<file path="config.mk">
export PLATFORM = sky130hd
export DESIGN_NAME = delimited_field_selector_unit_flat
export DESIGN_NICKNAME = d
export VERILOG_FILES = /design/src/design/dfs_pkg.sv /design/src/design/dfs_if.sv /design/src/design/delimited_field_selector_unit.sv /design/src/flat_wrapper.sv
export SDC_FILE = /design/constraint.sdc
export NUM_CORES = 1
export LEC_CHECK = 0
export ABC_AREA = 1
export BUFFER_PORTS_ARGS = -buffer_cell sky130_fd_sc_hd__buf_2
export CAP_MARGIN = 20
export CORE_MARGIN = 2
export CORE_UTILIZATION = 50
export DETAILED_ROUTE_END_ITERATION = 10
export GPL_TIMING_DRIVEN = 0
export PLACE_DENSITY = 0.69
export SYNTH_ARGS = -nofsm -noshare
export SYNTH_HDL_FRONTEND = slang
export SYNTH_SLANG_ARGS = --single-unit
</file>
<file path="constraint.sdc">
create_clock -name i_clk -period 9 [get_ports i_clk]
set_input_delay 1.8 -clock i_clk [delete_from_list [all_inputs] [get_ports i_clk]]
set_output_delay 1.8 -clock i_clk [all_outputs]
set_load 0.02 [all_outputs]
</file>
<file path="src/design/dfs_pkg.sv">
// ----------------------------------------------------------------------------
// Delimited field selector package
// Shared types, byte codes and register indexes.
// ----------------------------------------------------------------------------
`default_nettype none

package dfs_pkg;

    typedef logic [7:0] t_byte;

    localparam t_byte NEWLINE_BYTE  = 8'd10;
    localparam t_byte DEFAULT_DELIM = 8'd9;
    localparam t_byte FIELD_MAX     = 8'd255;

    // register indexes, taken from paddr[4:3]
    localparam logic [1:0] REG_DELIM = 2'd0;
    localparam logic [1:0] REG_MASK  = 2'd1;
    localparam logic [1:0] REG_OPEN  = 2'd2;

    typedef enum logic [5:0] {
        S_IDLE = 6'b000001,
        S_EVAL = 6'b000010,
        S_DSEL = 6'b000100,
        S_RD   = 6'b001000,
        S_EMIT = 6'b010000,
        S_NL   = 6'b100000
    } t_state;

endpackage

`default_nettype wire

</file>
<file path="src/design/dfs_if.sv">
// ----------------------------------------------------------------------------
// Delimited field selector stream interfaces
// Valid/ready channels for input bytes and output bytes.
// ----------------------------------------------------------------------------
`default_nettype none

interface dfs_in_if;
    import dfs_pkg::*;

    logic  valid;
    logic  ready;
    t_byte in_byte;
    logic  end_of_input;

    modport source (output valid, output in_byte, output end_of_input, input ready);
    modport sink   (input valid, input in_byte, input end_of_input, output ready);
endinterface

interface dfs_out_if;
    import dfs_pkg::*;

    logic  valid;
    logic  ready;
    t_byte out_byte;
    logic  last;

    modport source (output valid, output out_byte, output last, input ready);
    modport sink   (input valid, input out_byte, input last, output ready);
endinterface

`default_nettype wire

</file>
<file path="src/design/delimited_field_selector_unit.sv">
// Sequence: a request is taken in S_IDLE and evaluated in S_EVAL in the next cycle; a byte
//   that passes straight through goes from r_byte into the output register.
// Flow: one input byte is in work at a time, accepted, then evaluated; a delimiter adds
//   S_DSEL and a line end S_NL; a full output register stalls the sequencer. Replay of a
//   held first field steps S_RD, S_EMIT per byte (one held-buffer read port), then S_NL.
// Reset: synchronous, active low; the held buffer is not cleared, r_held covers it.
// ----------------------------------------------------------------------------
// Delimited field selector unit
// Streams text bytes and passes on the selected delimiter-separated fields.
// ----------------------------------------------------------------------------
`default_nettype none

module delimited_field_selector_unit #(
    parameter int MASK_FIELDS = 64,
    parameter int HOLD_DEPTH  = 32
) (
    input  wire          i_clk,
    input  wire          i_rst_n,
    dfs_in_if.sink       i_in,
    dfs_out_if.source    o_out,
    input  wire          psel,
    input  wire          penable,
    input  wire          pwrite,
    input  wire  [4:0]   paddr,
    input  wire  [63:0]  pwdata,
    output logic [63:0]  prdata,
    output logic         pready
);
    import dfs_pkg::*;

    localparam int MI_W  = (MASK_FIELDS > 1) ? $clog2(MASK_FIELDS) : 1;
    localparam int IDX_W = $clog2(HOLD_DEPTH);
    localparam int CNT_W = $clog2(HOLD_DEPTH + 1);

    // configuration
    t_byte                  r_delim;
    logic [MASK_FIELDS-1:0] r_mask;
    t_byte                  r_open;

    // sequencer and line state
    t_state            r_state,     n_state;
    t_byte             r_byte,      n_byte;
    logic              r_eoi,       n_eoi;
    t_byte             r_field,     n_field;
    logic              r_saw,       n_saw;
    logic              r_emitted,   n_emitted;
    logic              r_nonempty,  n_nonempty;
    logic [CNT_W-1:0]  r_held,      n_held;
    logic [IDX_W-1:0]  r_idx,       n_idx;

    // output register
    logic              r_ov,        n_ov;
    t_byte             r_obyte,     n_obyte;
    logic              r_olast,     n_olast;

    // held first-field buffer
    t_byte             mem_held [HOLD_DEPTH];
    t_byte             r_rd_data;
    logic              w_we;

    logic              w_sel;
    logic              w_out_free;
    logic              w_cfg_wr;
    t_byte             w_field_m1;

    // shared selection compare, always on the current field number
    assign w_field_m1 = r_field - 8'd1;
    assign w_sel = ((r_field != 8'd0) && ({24'd0, r_field} <= 32'(MASK_FIELDS))
                    && r_mask[w_field_m1[MI_W-1:0]])
                   || ((r_open != 8'd0) && (r_field >= r_open));

    assign w_out_free = !r_ov || o_out.ready;

    assign i_in.ready     = (r_state == S_IDLE);
    assign o_out.valid    = r_ov;
    assign o_out.out_byte = r_obyte;
    assign o_out.last     = r_olast;

    always_comb begin
        n_state    = r_state;
        n_byte     = r_byte;
        n_eoi      = r_eoi;
        n_field    = r_field;
        n_saw      = r_saw;
        n_emitted  = r_emitted;
        n_nonempty = r_nonempty;
        n_held     = r_held;
        n_idx      = r_idx;
        n_ov       = r_ov;
        n_obyte    = r_obyte;
        n_olast    = r_olast;
        w_we       = 1'b0;

        if (r_ov && o_out.ready) begin
            n_ov = 1'b0;
        end

        unique case (r_state)
            S_IDLE: begin
                if (i_in.valid) begin
                    n_byte  = i_in.in_byte;
                    n_eoi   = i_in.end_of_input;
                    n_state = S_EVAL;
                end
            end
            S_EVAL: begin
                priority if (r_eoi && !r_nonempty) begin
                    n_field    = 8'd1;
                    n_saw      = 1'b0;
                    n_emitted  = 1'b0;
                    n_held     = '0;
                    n_state    = S_IDLE;
                end else if (r_eoi || (r_byte == NEWLINE_BYTE)) begin
                    // finish line: replay held first field if nothing split it
                    if (!r_saw && !w_sel && (r_held != '0)) begin
                        n_idx   = '0;
                        n_state = S_RD;
                    end else begin
                        n_state = S_NL;
                    end
                end else if (r_byte == r_delim) begin
                    n_nonempty = 1'b1;
                    if ((r_field == 8'd1) && w_sel) begin
                        n_emitted = 1'b1;
                    end
                    n_saw  = 1'b1;
                    n_held = '0;
                    if (r_field != FIELD_MAX) begin
                        n_field = r_field + 8'd1;
                    end
                    n_state = S_DSEL;
                end else begin
                    n_nonempty = 1'b1;
                    if (w_sel) begin
                        // hold until the output register frees up
                        if (w_out_free) begin
                            n_ov    = 1'b1;
                            n_obyte = r_byte;
                            n_olast = 1'b1;
                            n_state = S_IDLE;
                        end
                    end else begin
                        if ((r_field == 8'd1) && (r_held < CNT_W'(HOLD_DEPTH))) begin
                            w_we   = 1'b1;
                            n_held = r_held + CNT_W'(1);
                        end
                        n_state = S_IDLE;
                    end
                end
            end
            S_DSEL: begin
                if (w_sel && r_emitted) begin
                    if (w_out_free) begin
                        n_ov    = 1'b1;
                        n_obyte = r_delim;
                        n_olast = 1'b1;
                        n_state = S_IDLE;
                    end
                end else begin
                    if (w_sel) begin
                        n_emitted = 1'b1;
                    end
                    n_state = S_IDLE;
                end
            end
            S_RD: begin
                n_state = S_EMIT;
            end
            S_EMIT: begin
                if (w_out_free) begin
                    n_ov    = 1'b1;
                    n_obyte = r_rd_data;
                    n_olast = 1'b0;
                    if ((CNT_W'(r_idx) + CNT_W'(1)) == r_held) begin
                        n_state = S_NL;
                    end else begin
                        n_idx   = r_idx + IDX_W'(1);
                        n_state = S_RD;
                    end
                end
            end
            S_NL: begin
                if (w_out_free) begin
                    n_ov       = 1'b1;
                    n_obyte    = NEWLINE_BYTE;
                    n_olast    = 1'b1;
                    n_field    = 8'd1;
                    n_saw      = 1'b0;
                    n_emitted  = 1'b0;
                    n_nonempty = 1'b0;
                    n_held     = '0;
                    n_state    = S_IDLE;
                end
            end
            default: begin
                n_state = S_IDLE;
            end
        endcase
    end

    always_ff @(posedge i_clk) begin
        if (!i_rst_n) begin
            r_state    <= S_IDLE;
            r_field    <= 8'd1;
            r_saw      <= 1'b0;
            r_emitted  <= 1'b0;
            r_nonempty <= 1'b0;
            r_held     <= '0;
            r_ov       <= 1'b0;
        end else begin
            r_state    <= n_state;
            r_field    <= n_field;
            r_saw      <= n_saw;
            r_emitted  <= n_emitted;
            r_nonempty <= n_nonempty;
            r_held     <= n_held;
            r_ov       <= n_ov;
        end
    end

    always_ff @(posedge i_clk) begin
        r_byte  <= n_byte;
        r_eoi   <= n_eoi;
        r_idx   <= n_idx;
        r_obyte <= n_obyte;
        r_olast <= n_olast;
    end

    // held buffer: one write port, one registered read port
    always_ff @(posedge i_clk) begin
        if (w_we) begin
            mem_held[r_held[IDX_W-1:0]] <= r_byte;
        end
        r_rd_data <= mem_held[r_idx];
    end

    // configuration port
    assign pready   = 1'b1;
    assign w_cfg_wr = psel && penable && pwrite && pready;

    always_ff @(posedge i_clk) begin
        if (!i_rst_n) begin
            r_delim <= DEFAULT_DELIM;
            r_mask  <= '0;
            r_open  <= 8'd0;
        end else if (w_cfg_wr) begin
            unique case (paddr[4:3])
                REG_DELIM: r_delim <= pwdata[7:0];
                REG_MASK:  r_mask  <= pwdata[MASK_FIELDS-1:0];
                REG_OPEN:  r_open  <= pwdata[7:0];
                default:   ;
            endcase
        end
    end

    always_comb begin
        unique case (paddr[4:3])
            REG_DELIM: prdata = {56'd0, r_delim};
            REG_MASK:  prdata = 64'(r_mask);
            REG_OPEN:  prdata = {56'd0, r_open};
            default:   prdata = 64'd0;
        endcase
    end

    // checks
    a_held_bound: assert property (@(posedge i_clk) disable iff (!i_rst_n)
        r_held <= CNT_W'(HOLD_DEPTH))
        else $error("held count beyond buffer depth");

    a_saw_no_hold: assert property (@(posedge i_clk) disable iff (!i_rst_n)
        r_saw |-> (r_held == '0))
        else $error("held bytes kept after a delimiter");

    a_first_field: assert property (@(posedge i_clk) disable iff (!i_rst_n)
        !r_saw |-> (r_field == 8'd1))
        else $error("field number advanced without a delimiter");

    a_busy_after_accept: assert property (@(posedge i_clk) disable iff (!i_rst_n)
        (i_in.valid && i_in.ready) |=> !i_in.ready)
        else $error("request taken while previous byte in evaluation");

endmodule

`default_nettype wire

</file>
<file path="src/flat_wrapper.sv">
// flat-port wrapper written by rule: the top's interface ports become plain ports
module delimited_field_selector_unit_flat import dfs_pkg::*;
#(
    parameter int MASK_FIELDS = 64,
    parameter int HOLD_DEPTH  = 32
)
  (i_clk, i_rst_n, psel, penable, pwrite, paddr, pwdata, prdata, pready, i_in_valid, i_in_in_byte, i_in_end_of_input, i_in_ready, o_out_valid, o_out_out_byte, o_out_last, o_out_ready);
  dfs_in_if i_in_i ();
  dfs_out_if o_out_i ();
  input  wire i_clk;
  input  wire i_rst_n;
  input  wire psel;
  input  wire penable;
  input  wire pwrite;
  input  wire  [4:0] paddr;
  input  wire  [63:0] pwdata;
  output logic [63:0] prdata;
  output logic pready;
  input wire logic [$bits(i_in_i.valid)-1:0] i_in_valid;
  input wire logic [$bits(i_in_i.in_byte)-1:0] i_in_in_byte;
  input wire logic [$bits(i_in_i.end_of_input)-1:0] i_in_end_of_input;
  output wire logic [$bits(i_in_i.ready)-1:0] i_in_ready;
  output wire logic [$bits(o_out_i.valid)-1:0] o_out_valid;
  output wire logic [$bits(o_out_i.out_byte)-1:0] o_out_out_byte;
  output wire logic [$bits(o_out_i.last)-1:0] o_out_last;
  input wire logic [$bits(o_out_i.ready)-1:0] o_out_ready;
  assign i_in_i.valid = i_in_valid;
  assign i_in_i.in_byte = i_in_in_byte;
  assign i_in_i.end_of_input = i_in_end_of_input;
  assign i_in_ready = i_in_i.ready;
  assign o_out_valid = o_out_i.valid;
  assign o_out_out_byte = o_out_i.out_byte;
  assign o_out_last = o_out_i.last;
  assign o_out_i.ready = o_out_ready;
  delimited_field_selector_unit #(.MASK_FIELDS(MASK_FIELDS), .HOLD_DEPTH(HOLD_DEPTH)) u_core (.i_clk(i_clk), .i_rst_n(i_rst_n), .i_in(i_in_i), .o_out(o_out_i), .psel(psel), .penable(penable), .pwrite(pwrite), .paddr(paddr), .pwdata(pwdata), .prdata(prdata), .pready(pready));
endmodule
</file>
==> impl_metrics.tcl, run 1 <==
set metrics [dict create \
    outcome "finished clean" \
    fraction_of_final_layout_cells_with_drive_strength_greater_than_1_pct 14.34 \
    nNetsFinal 2071 \
    portBuffers 155 \
    synth-edff-count 279 \
    drcViolationCount 0 \
    timing_max_transition_violations_final 0 \
    routed_vias_inst 5.801 \
    grt_start_max_net_pins 30 \
    grt_pass1_wl_um 79780 \
    critical_path.reg2reg.startpoint "u_core.r_field[0]$_SDFFE_PN1P_" \
    routabilityCongestion 1.021 \
    post_drt_wl_per_cell_um 21.53 \
    clock_tree.buffer_depth 3 \
    highest_signal_layer "met4" \
    antenna_found_initial 1 \
    maxClockFrequency_ghz 0.1931 \
    cts_resized 0 \
    async_flop_share_pct 0 \
    num_antenna_cells 0 \
    cts_inserted_buffers 41 \
    core-area_sq_um 34290 \
    die_h_um 189.9 \
    routed_wl_um 52890 \
    ys.warnings.count 0 \
    placedInstanceArea_sq_um 18830 \
    grt_pass1_vias 13820 \
    setup_viol 0 \
    worst_r2r_path_depth 16 \
    n_fill_cell 2929 \
    placement_rows 68 \
    area_growth_syn_to_layout_pct 16.91 \
    library_cell_with_the_highest_instance_count_after_synthesis "sky130_fd_sc_hd__nor2_1" \
    rsz0062_at_grt "false" \
    vdd_drop_max_uv 118.6 \
    postSynthRegisterBits 391 \
    path_class "input port to primary output" \
    startpoint "paddr[3]" \
    start_util_pct 50.42 \
    netlist.area_leader.share_pct 48.46 \
    htree_levels 2 \
    worst_r2r_endpoint "u_core.mem_held[8][2]$_DFFE_PP_" \
    wl_met2_um 24590 \
    ant_nets 0 \
    synth_fp_nets 1865 \
    overflow 0 \
    synth_area_sq_um 17290 \
    clkSinkCount 391 \
    min_period_over_period_pct 57.55 \
    dp.final_hpwl_um 37580 \
    combPwrFrac_pct 13.5 \
    seq_power_share_pct 47.2 \
    pwr-share-clk_pct 39.4 \
    max_cap_viol_count 0 \
    cts-root-buf "sky130_fd_sc_hd__clkbuf_16" \
    min-delay-path-class "flip-flop to flip-flop" \
    intPower_w 0.003246 \
    fin_tns_setup_ps 0 \
    tritoncts "built" \
    route.vias.total 14250 \
    synth-main-ff-cell "sky130_fd_sc_hd__edfxtp_1" \
    met1Wirelength_um 21360 \
    clkSlewWorstSetupHoldPaths_ps 50 \
    yosys-top-cells-count "sky130_fd_sc_hd__nor2_1, sky130_fd_sc_hd__edfxtp_1, sky130_fd_sc_hd__o21ai_0, sky130_fd_sc_hd__nand2_1, sky130_fd_sc_hd__inv_1" \
    synthTopCellsByArea "sky130_fd_sc_hd__edfxtp_1, sky130_fd_sc_hd__dfxtp_1, sky130_fd_sc_hd__nor2_1" \
    setup.worst_path.end "prdata[31]" \
    critPathLaunchType "input port" \
    finalClockSkew_ps 18.29 \
    clkLatencyLatePin_ps 540 \
    drt_first_pass_iters 5 \
    yosysSeqAreaShare_pct 61.43 \
    grt.total_usage_pct 29.38 \
    synth_area_leader_cell "sky130_fd_sc_hd__edfxtp_1" \
    synth.lib_cells_used.distinct 50 \
    cp-end-kind "primary output" \
    die_area_sq_um 36080 \
    critPathRequiredTime_ps 7200 \
    net-switching-power_w 0.001164 \
    worst-endpoint-arrival_ps 3380 \
    die_width_um 189.9 \
    cts_hold_repair.buffers 0 \
    postCtsSetupBuffers 0 \
    floorplan.io_pins 161 \
    switching_power_as_a_share_of_total_power_pct 26.40 \
    regToRegSetupSlack_ps 4840 \
    finalWorstPathRequiredPeriod_ps 5180 \
    postLayoutCellArea_sq_um 20210 \
    syn_inst 1763 \
    worst_pin_slew_ps 1014 \
    timing.critical_path.fanout_max 10 \
    p_leak_nw 7.350 \
    relSlewSlack_pct 32.39 \
    routed-wl-met3_um 4346 \
    pnr_total_power_w 0.004411 \
    synth_area_per_cell_sq_um 9.806 \
    pwr_density_cell_nw_per_um2 218.2 \
    finalHoldViolCount 0 \
    first_iter_violations 1449 \
]
-- worst min-delay path by stage --
stage | to | startpoint | depth (start not counted) | slack (ps)
after floorplan | u_core.r_held[5]$_SDFFE_PN0P_ | u_core.r_held[5]$_SDFFE_PN0P_ | 2 | 440
after global routing | u_core.r_saw$_SDFFE_PN0P_ | u_core.r_saw$_SDFFE_PN0P_ | 2 | 490
after CTS | u_core.r_held[5]$_SDFFE_PN0P_ | u_core.r_held[5]$_SDFFE_PN0P_ | 2 | 460
after global placement | u_core.r_held[5]$_SDFFE_PN0P_ | u_core.r_held[5]$_SDFFE_PN0P_ | 2 | 460
after detailed placement | u_core.r_held[5]$_SDFFE_PN0P_ | u_core.r_held[5]$_SDFFE_PN0P_ | 2 | 460
final | u_core.r_held[5]$_SDFFE_PN0P_ | u_core.r_held[5]$_SDFFE_PN0P_ | 2 | 460
-- final cells by class --
cell class / count / area [sq um] / area share [%]
Sequential cell: 391 / 10620 / 52.55
Inverter: 142 / 541.8 / 2.681
Timing Repair Buffer: 163 / 970.9 / 4.804
Clock inverter: 17 / 192.7 / 0.9534
Clock buffer: 59 / 1190 / 5.887
Tap cell: 455 / 569.3 / 2.817
Multi-Input combinational cell: 1131 / 5715 / 28.28
Buffer: 99 / 410.4 / 2.031
-- critical path, stage by stage --
cell and delay, ps:
sky130_fd_sc_hd__buf_2 90, sky130_fd_sc_hd__inv_1 60, sky130_fd_sc_hd__nor2_2 310, sky130_fd_sc_hd__inv_1 180, sky130_fd_sc_hd__clkbuf_1 290, sky130_fd_sc_hd__clkbuf_1 290
sky130_fd_sc_hd__nor2_1 170, sky130_fd_sc_hd__buf_2 180
-- per-layer routing --
layer / up-vias / global-route usage (%)
met3: 139 / 5.737
met4: 0 / 13.86
met1: 6870 / 38.85
met5: - / 0
met2: 681 / 46.87
li1: 6564 / -
-- power groups by stage --
stage	Sequential, W	Combinational (W)	Clock [W]
floorplan	0.00211	0.000335	0
global placement	0.00216	0.000502	0
detailed placement	0.00212	0.000582	0
CTS	0.00208	0.000585	0.00175
global route	0.00208	0.000643	0.00182
finish	0.00208	0.000594	0.00174
-- placed cells by master (no fill, tap or decap), types with 6 or more instances in the layout --
cell                        synthesis  final
sky130_fd_sc_hd__xor2_1             9      9
sky130_fd_sc_hd__o211ai_1          12     12
sky130_fd_sc_hd__o21ai_0          220    220
sky130_fd_sc_hd__nor3_1             9      9
sky130_fd_sc_hd__o22ai_1           74     74
sky130_fd_sc_hd__clkinv_1           3      7
sky130_fd_sc_hd__ha_1              17     17
sky130_fd_sc_hd__nor2_2             8      8
sky130_fd_sc_hd__nor4_1             9      9
sky130_fd_sc_hd__clkbuf_1          78     88
sky130_fd_sc_hd__a21oi_1          105    105
sky130_fd_sc_hd__nand3_1           93     93
sky130_fd_sc_hd__xnor2_1            8      8
sky130_fd_sc_hd__inv_1            130    130
sky130_fd_sc_hd__clkinv_2           1      6
sky130_fd_sc_hd__edfxtp_1         279    279
sky130_fd_sc_hd__clkbuf_16          0     43
sky130_fd_sc_hd__nor2_1           306    306
sky130_fd_sc_hd__buf_2             10    165
sky130_fd_sc_hd__nand4_1           11     11
sky130_fd_sc_hd__o21ai_1           14     14
sky130_fd_sc_hd__nand2_1          181    181
sky130_fd_sc_hd__o221ai_1           9      9
sky130_fd_sc_hd__dfxtp_1          112    112
sky130_fd_sc_hd__buf_16             0      6
-- cell families (layout without fill, tap and decap cells) --
kind of cell | Yosys count | after routing | share of synthesized area [%]
DFF | 391 | 391 | 61.43
AOI/OAI and AO/OA | 453 | 453 | 14.42
other | 1 | 1 | 0.02169
and+or+nand+nor | 643 | 643 | 16.53
adders and majority gates | 17 | 17 | 1.230
buffers and inverters | 241 | 480 | 5.508
xor gates and xnor gates | 17 | 17 | 0.8613
-- per-stage QoR --
stage                     setup slack [ps]  hold WS (ps)  util (%)  std cells
final                                 3820         462.6     58.94       2457
after global routing                  3624         489.7     58.94       2457
after CTS                             3856         462.6     58.94       2457
after detailed placement              3872         455.9     54.91       2381
after global placement                3828         455.0     54.34       2373
after floorplan                       4327         439.3         -       1763
-- sequential cells by signal, indices dropped and copies added (netlist names) --
signal and cells:
u_core.r_mask 64, u_core.r_held 6, u_core.r_byte 8, u_core.o_out.valid 1, u_core.mem_held 256, u_core.r_saw 1
u_core.o_out.out_byte 8, u_core.r_rd_data 8, u_core.r_nonempty 1, u_core.r_emitted 1, u_core.r_idx 5, u_core.r_eoi 1
u_core.r_delim 8, u_core.o_out.last 1, u_core.r_field 8, u_core.r_state 6, u_core.r_open 8
No activity file was read; power rests on OpenSTA's default activity.
==> run 2, diff against run 1 <==
--- a/config.mk
+++ b/config.mk
@@ -5,14 +5,14 @@
 export SDC_FILE = /design/constraint.sdc
 export NUM_CORES = 1
 export LEC_CHECK = 0
-export ABC_AREA = 1
+export ABC_AREA = 0
 export BUFFER_PORTS_ARGS = -buffer_cell sky130_fd_sc_hd__buf_2
 export CAP_MARGIN = 20
 export CORE_MARGIN = 2
 export CORE_UTILIZATION = 50
 export DETAILED_ROUTE_END_ITERATION = 10
 export GPL_TIMING_DRIVEN = 0
-export PLACE_DENSITY = 0.69
+export PLACE_DENSITY = 0.72
 export SYNTH_ARGS = -nofsm -noshare
 export SYNTH_HDL_FRONTEND = slang
 export SYNTH_SLANG_ARGS = --single-unit
==> constraint.sdc (replaced) <==
create_clock -name i_clk -period 4.7 [get_ports i_clk]
set_input_delay 0.94 -clock i_clk [delete_from_list [all_inputs] [get_ports i_clk]]
set_output_delay 0.94 -clock i_clk [all_outputs]
set_load 0.02 [all_outputs]
==> run 2 against run 1 <==
Compared with the run above:
- global-route usage fell by 5.3 points
- die area fell by 0.69%
- power rose by 68%
- sequential cell count did not move
- worst hold slack improved by 11 ps
- critical path type is now flip-flop to flip-flop
==> impl_metrics.tcl, run 2 <==
set metrics [dict create \
    min-delay-path-class "flip-flop to flip-flop" \
    routabilityCongestion 0.9330 \
    tritoncts "built" \
    die_h_um 189.3 \
    layout_commonest_cell "sky130_fd_sc_hd__edfxtp_1" \
    clkLatencyLatePin_ps 560 \
    p_leak_nw 6.908 \
    die_width_um 189.3 \
    timing.critical_path.fanout_max 10 \
    timing.critical_path.buf_inv 8 \
    pwr_density_cell_nw_per_um2 361.7 \
    n_fill_cell 2602 \
    grt.total_usage_pct 24.08 \
    synth.lib_cells_used.distinct 69 \
    die_area_sq_um 35830 \
    finalHoldViolCount 0 \
    layoutNonFillerInstCount 1951 \
    path_class "flip-flop to flip-flop" \
    setup_slack_ps 315.6 \
    cts-root-buf "sky130_fd_sc_hd__clkbuf_16" \
    syn_inst 1253 \
    core-area_sq_um 33700 \
    routed_vias_inst 5.767 \
    maxClockFrequency_ghz 0.2281 \
    placedInstanceArea_sq_um 18710 \
    htree_levels 2 \
    critical_path.reg2reg.startpoint "u_core.r_field[0]$_SDFFE_PN1P_" \
    synth-main-ff-cell "sky130_fd_sc_hd__edfxtp_1" \
    synthTopCellsByArea "sky130_fd_sc_hd__edfxtp_1, sky130_fd_sc_hd__dfxtp_1, sky130_fd_sc_hd__mux4_2" \
    postLayoutCellArea_sq_um 20470 \
    placement_rows 67 \
    cp_top_family "buffers and inverters" \
    finalClockSkew_ps 36.60 \
    setup_viol 0 \
    netlist.area_leader.share_pct 48.80 \
    worst_r2r_path_depth 17 \
    library_cell_with_the_highest_instance_count_after_synthesis "sky130_fd_sc_hd__edfxtp_1" \
    finish.utilization_pct 60.73 \
    finalWorstPathRequiredPeriod_ps 4384 \
    worst_pin_slew_ps 1015 \
    area_growth_syn_to_layout_pct 19.23 \
    most-common-layout-cells "sky130_fd_sc_hd__edfxtp_1, sky130_fd_sc_hd__nand2_1, sky130_fd_sc_hd__buf_2, sky130_fd_sc_hd__dfxtp_1, sky130_fd_sc_hd__mux4_2" \
    cpMostUsedCell "sky130_fd_sc_hd__buf_2" \
    outcome "finished clean" \
    routed_wl_um 42980 \
    flip_flop_count_of_the_largest_register_after_layout 256 \
    vdd_drop_max_uv 310.8 \
    worst_r2r_endpoint "u_core.mem_held[9][6]$_DFFE_PP_" \
    grt_pass1_wl_um 65810 \
    worst_hold_path.num_cells 2 \
    async_flop_share_pct 0 \
    post_drt_wl_per_cell_um 22.03 \
    first_iter_violations 1058 \
    min_period_over_period_pct 93.29 \
    synth_area_sq_um 17170 \
    ant_nets 0 \
    worst_hold_startpoint "u_core.r_mask[21]$_SDFFE_PN0P_" \
    regToRegSetupSlack_ps 320 \
    nNetsFinal 1572 \
    postSynthRegisterBits 391 \
    portBuffers 156 \
    rsz0062_at_grt "false" \
    drt_first_pass_iters 6 \
    crit_path_max_incr_delay_ps 380 \
    synth_area_leader_cell "sky130_fd_sc_hd__edfxtp_1" \
    max_cap_viol_count 0 \
    fraction_of_final_layout_cells_with_drive_strength_greater_than_1_pct 26.35 \
    worstPathCellList "buf_2, clkbuf_4, inv_1, ha_1, buf_2, clkbuf_4, mux4_2, o21ai_0, nand3_1, nand4_1, o22ai_2, a21oi_2, buf_2, nand4b_1, buf_4, buf_4, nor2_4" \
    worst_path_max_delay_cell "sky130_fd_sc_hd__mux4_2" \
    cp-end-kind "flip-flop" \
    route.vias.total 11250 \
    critPathLaunchType "flip-flop" \
    relSlewSlack_pct 32.36 \
    dp.final_hpwl_um 29940 \
    floorplan.io_pins 161 \
    antenna_found_initial 0 \
    synth-edff-count 279 \
    overflow 0 \
    yosysSeqAreaShare_pct 61.87 \
    worst-endpoint-arrival_ps 4590 \
    timing_max_transition_violations_final 0 \
    place.detailed.instances 1865 \
    yosys-top-cells-count "sky130_fd_sc_hd__edfxtp_1, sky130_fd_sc_hd__nand2_1, sky130_fd_sc_hd__dfxtp_1, sky130_fd_sc_hd__mux4_2, sky130_fd_sc_hd__a21boi_0" \
    synth_fp_nets 1355 \
    clkSinkCount 391 \
    start_util_pct 50.94 \
    num_antenna_cells 0 \
    grt_pass1_vias 11280 \
    ys.warnings.count 0 \
    clkSlewWorstSetupHoldPaths_ps 60 \
    clock_tree.buffer_depth 3 \
    hold_end "u_core.r_mask[21]$_SDFFE_PN0P_" \
    grt_start_max_net_pins 36 \
    critPathRequiredTime_ps 4900 \
    drcViolationCount 0 \
    preCtsSetupSlack_ps -903.0 \
    synth_area_per_cell_sq_um 13.70 \
    cts_inserted_buffers 42 \
]
run 2: changes by cell type after synthesis, sizes merged, moves of 58 or more:
cell and delta:
a21oi -92, o22ai -69, nand3 -58, mux4 +96
and2 +66, inv -118, o21ai -206, a21boi +81
nor2 -248
run 2: worst max path at each step:
stage	to	cells after the start	slack, ps	start
floorplan	u_core.o_out.out_byte[0]$_DFFE_PP_	15	860	u_core.r_field[0]$_SDFFE_PN1P_
global placement	u_core.mem_held[14][0]$_DFFE_PP_	15	-890	u_core.r_field[0]$_SDFFE_PN1P_
detailed placement	u_core.mem_held[10][0]$_DFFE_PP_	15	-900	u_core.r_field[0]$_SDFFE_PN1P_
CTS	u_core.mem_held[8][0]$_DFFE_PP_	15	-120	u_core.r_field[0]$_SDFFE_PN1P_
global route	u_core.mem_held[17][1]$_DFFE_PP_	16	40	u_core.r_field[0]$_SDFFE_PN1P_
finish	u_core.mem_held[9][6]$_DFFE_PP_	17	320	u_core.r_field[0]$_SDFFE_PN1P_
run 2: what timing repair did:
| action | CTS | global route |
|---|---|---|
| buffers inserted | 7 | 0 |
| pin swaps | 2 | 0 |
| setup endpoints to repair | 262 | 260 |
| hold buffers | 0 | 0 |
| endpoints found under the hold margin | 0 | 0 |
| resized for setup | 43 | 20 |
run 2: kinds of logic (layout without fill, tap and decap cells):
logic type / after synthesis / after routing / share of synthesized area (%)
buf+inv: 93 / 343 / 2.136
other cells: 1 / 1 / 0.02184
fa+ha+maj: 17 / 17 / 1.239
flops: 391 / 391 / 61.87
xor+xnor: 19 / 19 / 0.9694
simple gates: 443 / 443 / 12.62
mux: 121 / 121 / 14.11
compound gates: 168 / 168 / 7.041
run 2: area by class of cell:
class                           count  area, sq um  area share (%)
Tap cell                          448        560.5           2.739
Inverter                           20        75.07          0.3668
Timing Repair Buffer              173         1074           5.245
Buffer                             73        297.8           1.455
Sequential cell                   391        10620           51.89
Clock buffer                       53         1135           5.545
Multi-Input combinational cell    769         6397           31.26
Clock inverter                     24        307.8           1.504
run 2: worst register-to-register path, stage by stage (launching register included):
cell,delay (ps)
sky130_fd_sc_hd__dfxtp_1,370
sky130_fd_sc_hd__buf_2,260
sky130_fd_sc_hd__clkbuf_4,300
sky130_fd_sc_hd__inv_1,130
sky130_fd_sc_hd__ha_1,290
sky130_fd_sc_hd__buf_2,240
sky130_fd_sc_hd__clkbuf_4,330
sky130_fd_sc_hd__mux4_2,380
sky130_fd_sc_hd__o21ai_0,120
sky130_fd_sc_hd__nand3_1,110
sky130_fd_sc_hd__nand4_1,100
sky130_fd_sc_hd__o22ai_2,130
sky130_fd_sc_hd__a21oi_2,240
sky130_fd_sc_hd__buf_2,290
sky130_fd_sc_hd__nand4b_1,120
sky130_fd_sc_hd__buf_4,230
sky130_fd_sc_hd__buf_4,170
sky130_fd_sc_hd__nor2_4,260
run 2: where the power goes:
part	internal (W)	switching (W)	leakage, nW
clock network	0.00201	0.00137	0.707
logic	0.000108	0.000159	2.77
registers	0.00372	0.0000343	3.43
total	0.00584	0.00156	6.91
run 2: routing by layer:
metal | track usage, % | share of wire (%) | vias up
met3 | 4.300 | 6.9 | 91
met2 | 40.57 | 49 | 489
met1 | 31.45 | 41 | 5518
li1 | - | - | 5154
met4 | 8.825 | 3.1 | 0
met5 | 0 | 0 | -
run 2: stage by stage:
stage	TNS, ps	power [W]	hold slack, ps
2_1_floorplan	0	0.003943	443.2
3_3_place_gp	-207820	0.004060	458.9
3_5_place_dp	-203420	0.004091	466.5
4_1_cts	-2332	0.007453	475.2
5_1_grt	0	0.007624	489.7
6_report	0	0.007403	473.3
==> run 3, diff against run 2 <==
--- a/config.mk
+++ b/config.mk
@@ -8,11 +8,13 @@
 export ABC_AREA = 0
 export BUFFER_PORTS_ARGS = -buffer_cell sky130_fd_sc_hd__buf_2
 export CAP_MARGIN = 20
+export CELL_PAD_IN_SITES_DETAIL_PLACEMENT = 0
+export CELL_PAD_IN_SITES_GLOBAL_PLACEMENT = 1
 export CORE_MARGIN = 2
-export CORE_UTILIZATION = 50
+export CORE_UTILIZATION = 44
 export DETAILED_ROUTE_END_ITERATION = 10
 export GPL_TIMING_DRIVEN = 0
-export PLACE_DENSITY = 0.72
+export PLACE_DENSITY_LB_ADDON = 0.1
 export SYNTH_ARGS = -nofsm -noshare
 export SYNTH_HDL_FRONTEND = slang
 export SYNTH_SLANG_ARGS = --single-unit
==> run 3 against run 2 <==
Compared with the run above:
- cell count rose by 3.6%
- critical path depth did not move
- final area up 0.21%
- critical path type unchanged
- largest cell class unchanged
- highest routed layer unchanged
==> impl_metrics.tcl, run 3 (synthesis results as in run 2) <==
set metrics [dict create \
    outcome "finished clean" \
    min-delay-path-class "flip-flop to flip-flop" \
    die_h_um 201.5 \
    most-common-layout-cells "sky130_fd_sc_hd__edfxtp_1, sky130_fd_sc_hd__nand2_1, sky130_fd_sc_hd__buf_2, sky130_fd_sc_hd__dfxtp_1, sky130_fd_sc_hd__mux4_2" \
    flip_flop_count_of_the_largest_register_after_layout 256 \
    num_antenna_cells 0 \
    rsz0062_at_grt "false" \
    critical_path.reg2reg.startpoint "u_core.r_field[0]$_SDFFE_PN1P_" \
    p_leak_nw 6.874 \
    pwr-share-clk_pct 45.3 \
    start_util_pct 44.52 \
    pwr_density_cell_nw_per_um2 358.9 \
    cts_hold_repair.buffers 0 \
    antenna_found_initial 0 \
    portBuffers 156 \
    finalHoldViolCount 0 \
    drcViolationCount 0 \
    layout_commonest_cell "sky130_fd_sc_hd__edfxtp_1" \
    timing_max_transition_violations_final 0 \
    worst_r2r_path_depth 17 \
    routabilityCongestion 0.8154 \
    pnr_total_power_w 0.007360 \
    post_drt_wl_per_cell_um 22.24 \
    ant_nets 0 \
    grt.total_usage_pct 22.58 \
    dp.final_hpwl_um 32010 \
    worstPathCellList "buf_2, clkbuf_4, inv_1, ha_1, buf_2, buf_6, mux4_2, o21ai_0, nand3_1, nand4_1, o22ai_2, a21oi_2, clkbuf_4, nand4b_1, buf_4, buf_4, nor2_4" \
    fin_tns_setup_ps 0 \
    combPwrFrac_pct 3.5 \
    worst_hold_startpoint "u_core.r_mask[20]$_SDFFE_PN0P_" \
    worst_pin_slew_ps 1074 \
    finalWorstPathRequiredPeriod_ps 4449 \
    grt_pass1_wl_um 68590 \
    first_iter_violations 972 \
    min_period_over_period_pct 94.65 \
    worst_r2r_endpoint "u_core.mem_held[14][1]$_DFFE_PP_" \
    max_cap_viol_count 0 \
    worst_hold_path.num_cells 2 \
    routed_wl_um 44980 \
    grt_start_max_net_pins 36 \
    placement_rows 72 \
    hold_end "u_core.r_mask[20]$_SDFFE_PN0P_" \
    nNetsFinal 1573 \
    timing.critical_path.fanout_max 10 \
    clkLatencyLatePin_ps 600 \
    floorplan.io_pins 161 \
    clkSinkCount 391 \
    switching_power_as_a_share_of_total_power_pct 22.33 \
    routed_vias_inst 5.513 \
    overflow 0 \
    maxClockFrequency_ghz 0.2248 \
    die_area_sq_um 40610 \
    fraction_of_final_layout_cells_with_drive_strength_greater_than_1_pct 26.20 \
    cts-root-buf "sky130_fd_sc_hd__clkbuf_16" \
    htree_levels 2 \
    critPathRequiredTime_ps 4970 \
    vdd_drop_max_uv 251.9 \
    seq_power_share_pct 51.1 \
    regToRegSetupSlack_ps 250 \
    drt_first_pass_iters 5 \
    die_width_um 201.5 \
    crit_path_max_incr_delay_ps 390 \
    setup_viol 0 \
    cp-end-kind "flip-flop" \
    tritoncts "built" \
    grt_pass1_vias 11210 \
    worst-endpoint-arrival_ps 4710 \
    cts_inserted_buffers 44 \
    clock_tree.buffer_depth 3 \
    critPathLaunchType "flip-flop" \
    worst_path_max_delay_cell "sky130_fd_sc_hd__mux4_2" \
    core-area_sq_um 38560 \
    intPower_w 0.005717 \
    relSlewSlack_pct 27.81 \
    route.vias.total 11150 \
    clkSlewWorstSetupHoldPaths_ps 60 \
    finalClockSkew_ps 25.75 \
    area_growth_syn_to_layout_pct 19.48 \
    net-switching-power_w 0.001643 \
    path_class "flip-flop to flip-flop" \
]
[run 3: worst max-delay path by stage]
stage | cells after the start | startpoint | to
final | 17 | u_core.r_field[0]$_SDFFE_PN1P_ | u_core.mem_held[14][1]$_DFFE_PP_
after global routing | 17 | u_core.r_field[0]$_SDFFE_PN1P_ | u_core.mem_held[14][1]$_DFFE_PP_
after CTS | 16 | u_core.r_field[0]$_SDFFE_PN1P_ | u_core.mem_held[9][7]$_DFFE_PP_
after detailed placement | 15 | u_core.r_field[0]$_SDFFE_PN1P_ | u_core.mem_held[14][0]$_DFFE_PP_
after global placement | 15 | u_core.r_field[0]$_SDFFE_PN1P_ | u_core.mem_held[3][2]$_DFFE_PP_
after floorplan | 15 | u_core.r_field[0]$_SDFFE_PN1P_ | u_core.o_out.out_byte[0]$_DFFE_PP_
[run 3: power by group through the flow]
stage	clock network [W]	logic, W	registers (W)
4_1_cts	0.00340	0.000254	0.00377
3_5_place_dp	0	0.000251	0.00384
3_3_place_gp	0	0.000197	0.00387
5_1_grt	0.00354	0.000289	0.00376
6_report	0.00334	0.000261	0.00376
2_1_floorplan	0	0.000110	0.00383
[run 3: cell type report]
class	instances	area (sq um)
fill	3430	18050
sequential	391	10620
multi-input combinational	769	6414
clock buffer	51	1149
timing repair buffer	172	1046
tap	518	648.1
buffer	73	304.0
clock inverter	28	254.0
inverter	20	75.07
[run 3: through the flow]
stage | std cells | util, % | cell area [sq um] | hold WS, ps | worst slack, ps
finish | 2022 | 53.19 | 20510 | 473.5 | 251.3
global route | 2022 | 53.19 | 20510 | 493.7 | 1.457
CTS | 2020 | 52.93 | 20410 | 475.3 | 47.51
detailed placement | 1934 | 48.71 | 18780 | 464.6 | -1087
global placement | 1927 | 48.23 | 18600 | 460.7 | -1107
floorplan | 1253 | - | 17170 | 443.2 | 857.7
[run 3: layer usage]
| layer | GRT usage [%] | part of all wire (%) | routed length (um) |
|---|---|---|---|
| met1 | 35.59 | 48 | 21660 |
| met2 | 31.28 | 42 | 18810 |
| met3 | 5.377 | 8.1 | 3623 |
| met4 | 5.541 | 1.9 | 876 |
| met5 | 0 | 0 | 0 |
[run 3: timing repair]
item / in CTS / in global routing
buffers inserted: 7 / 0
endpoints found under the hold margin: 0 / 0
endpoints found under the setup margin: 264 / 264
pin swaps: 3 / 0
gates resized for setup: 51 / 16
[run 3: critical path, delay by kind of cell (launching register included)]
family,cells,cell delay [ps]
simple gates,4,650
mux,1,390
fa+ha+maj,1,310
flops,1,360
compound gates,3,510
buf+inv,8,1880
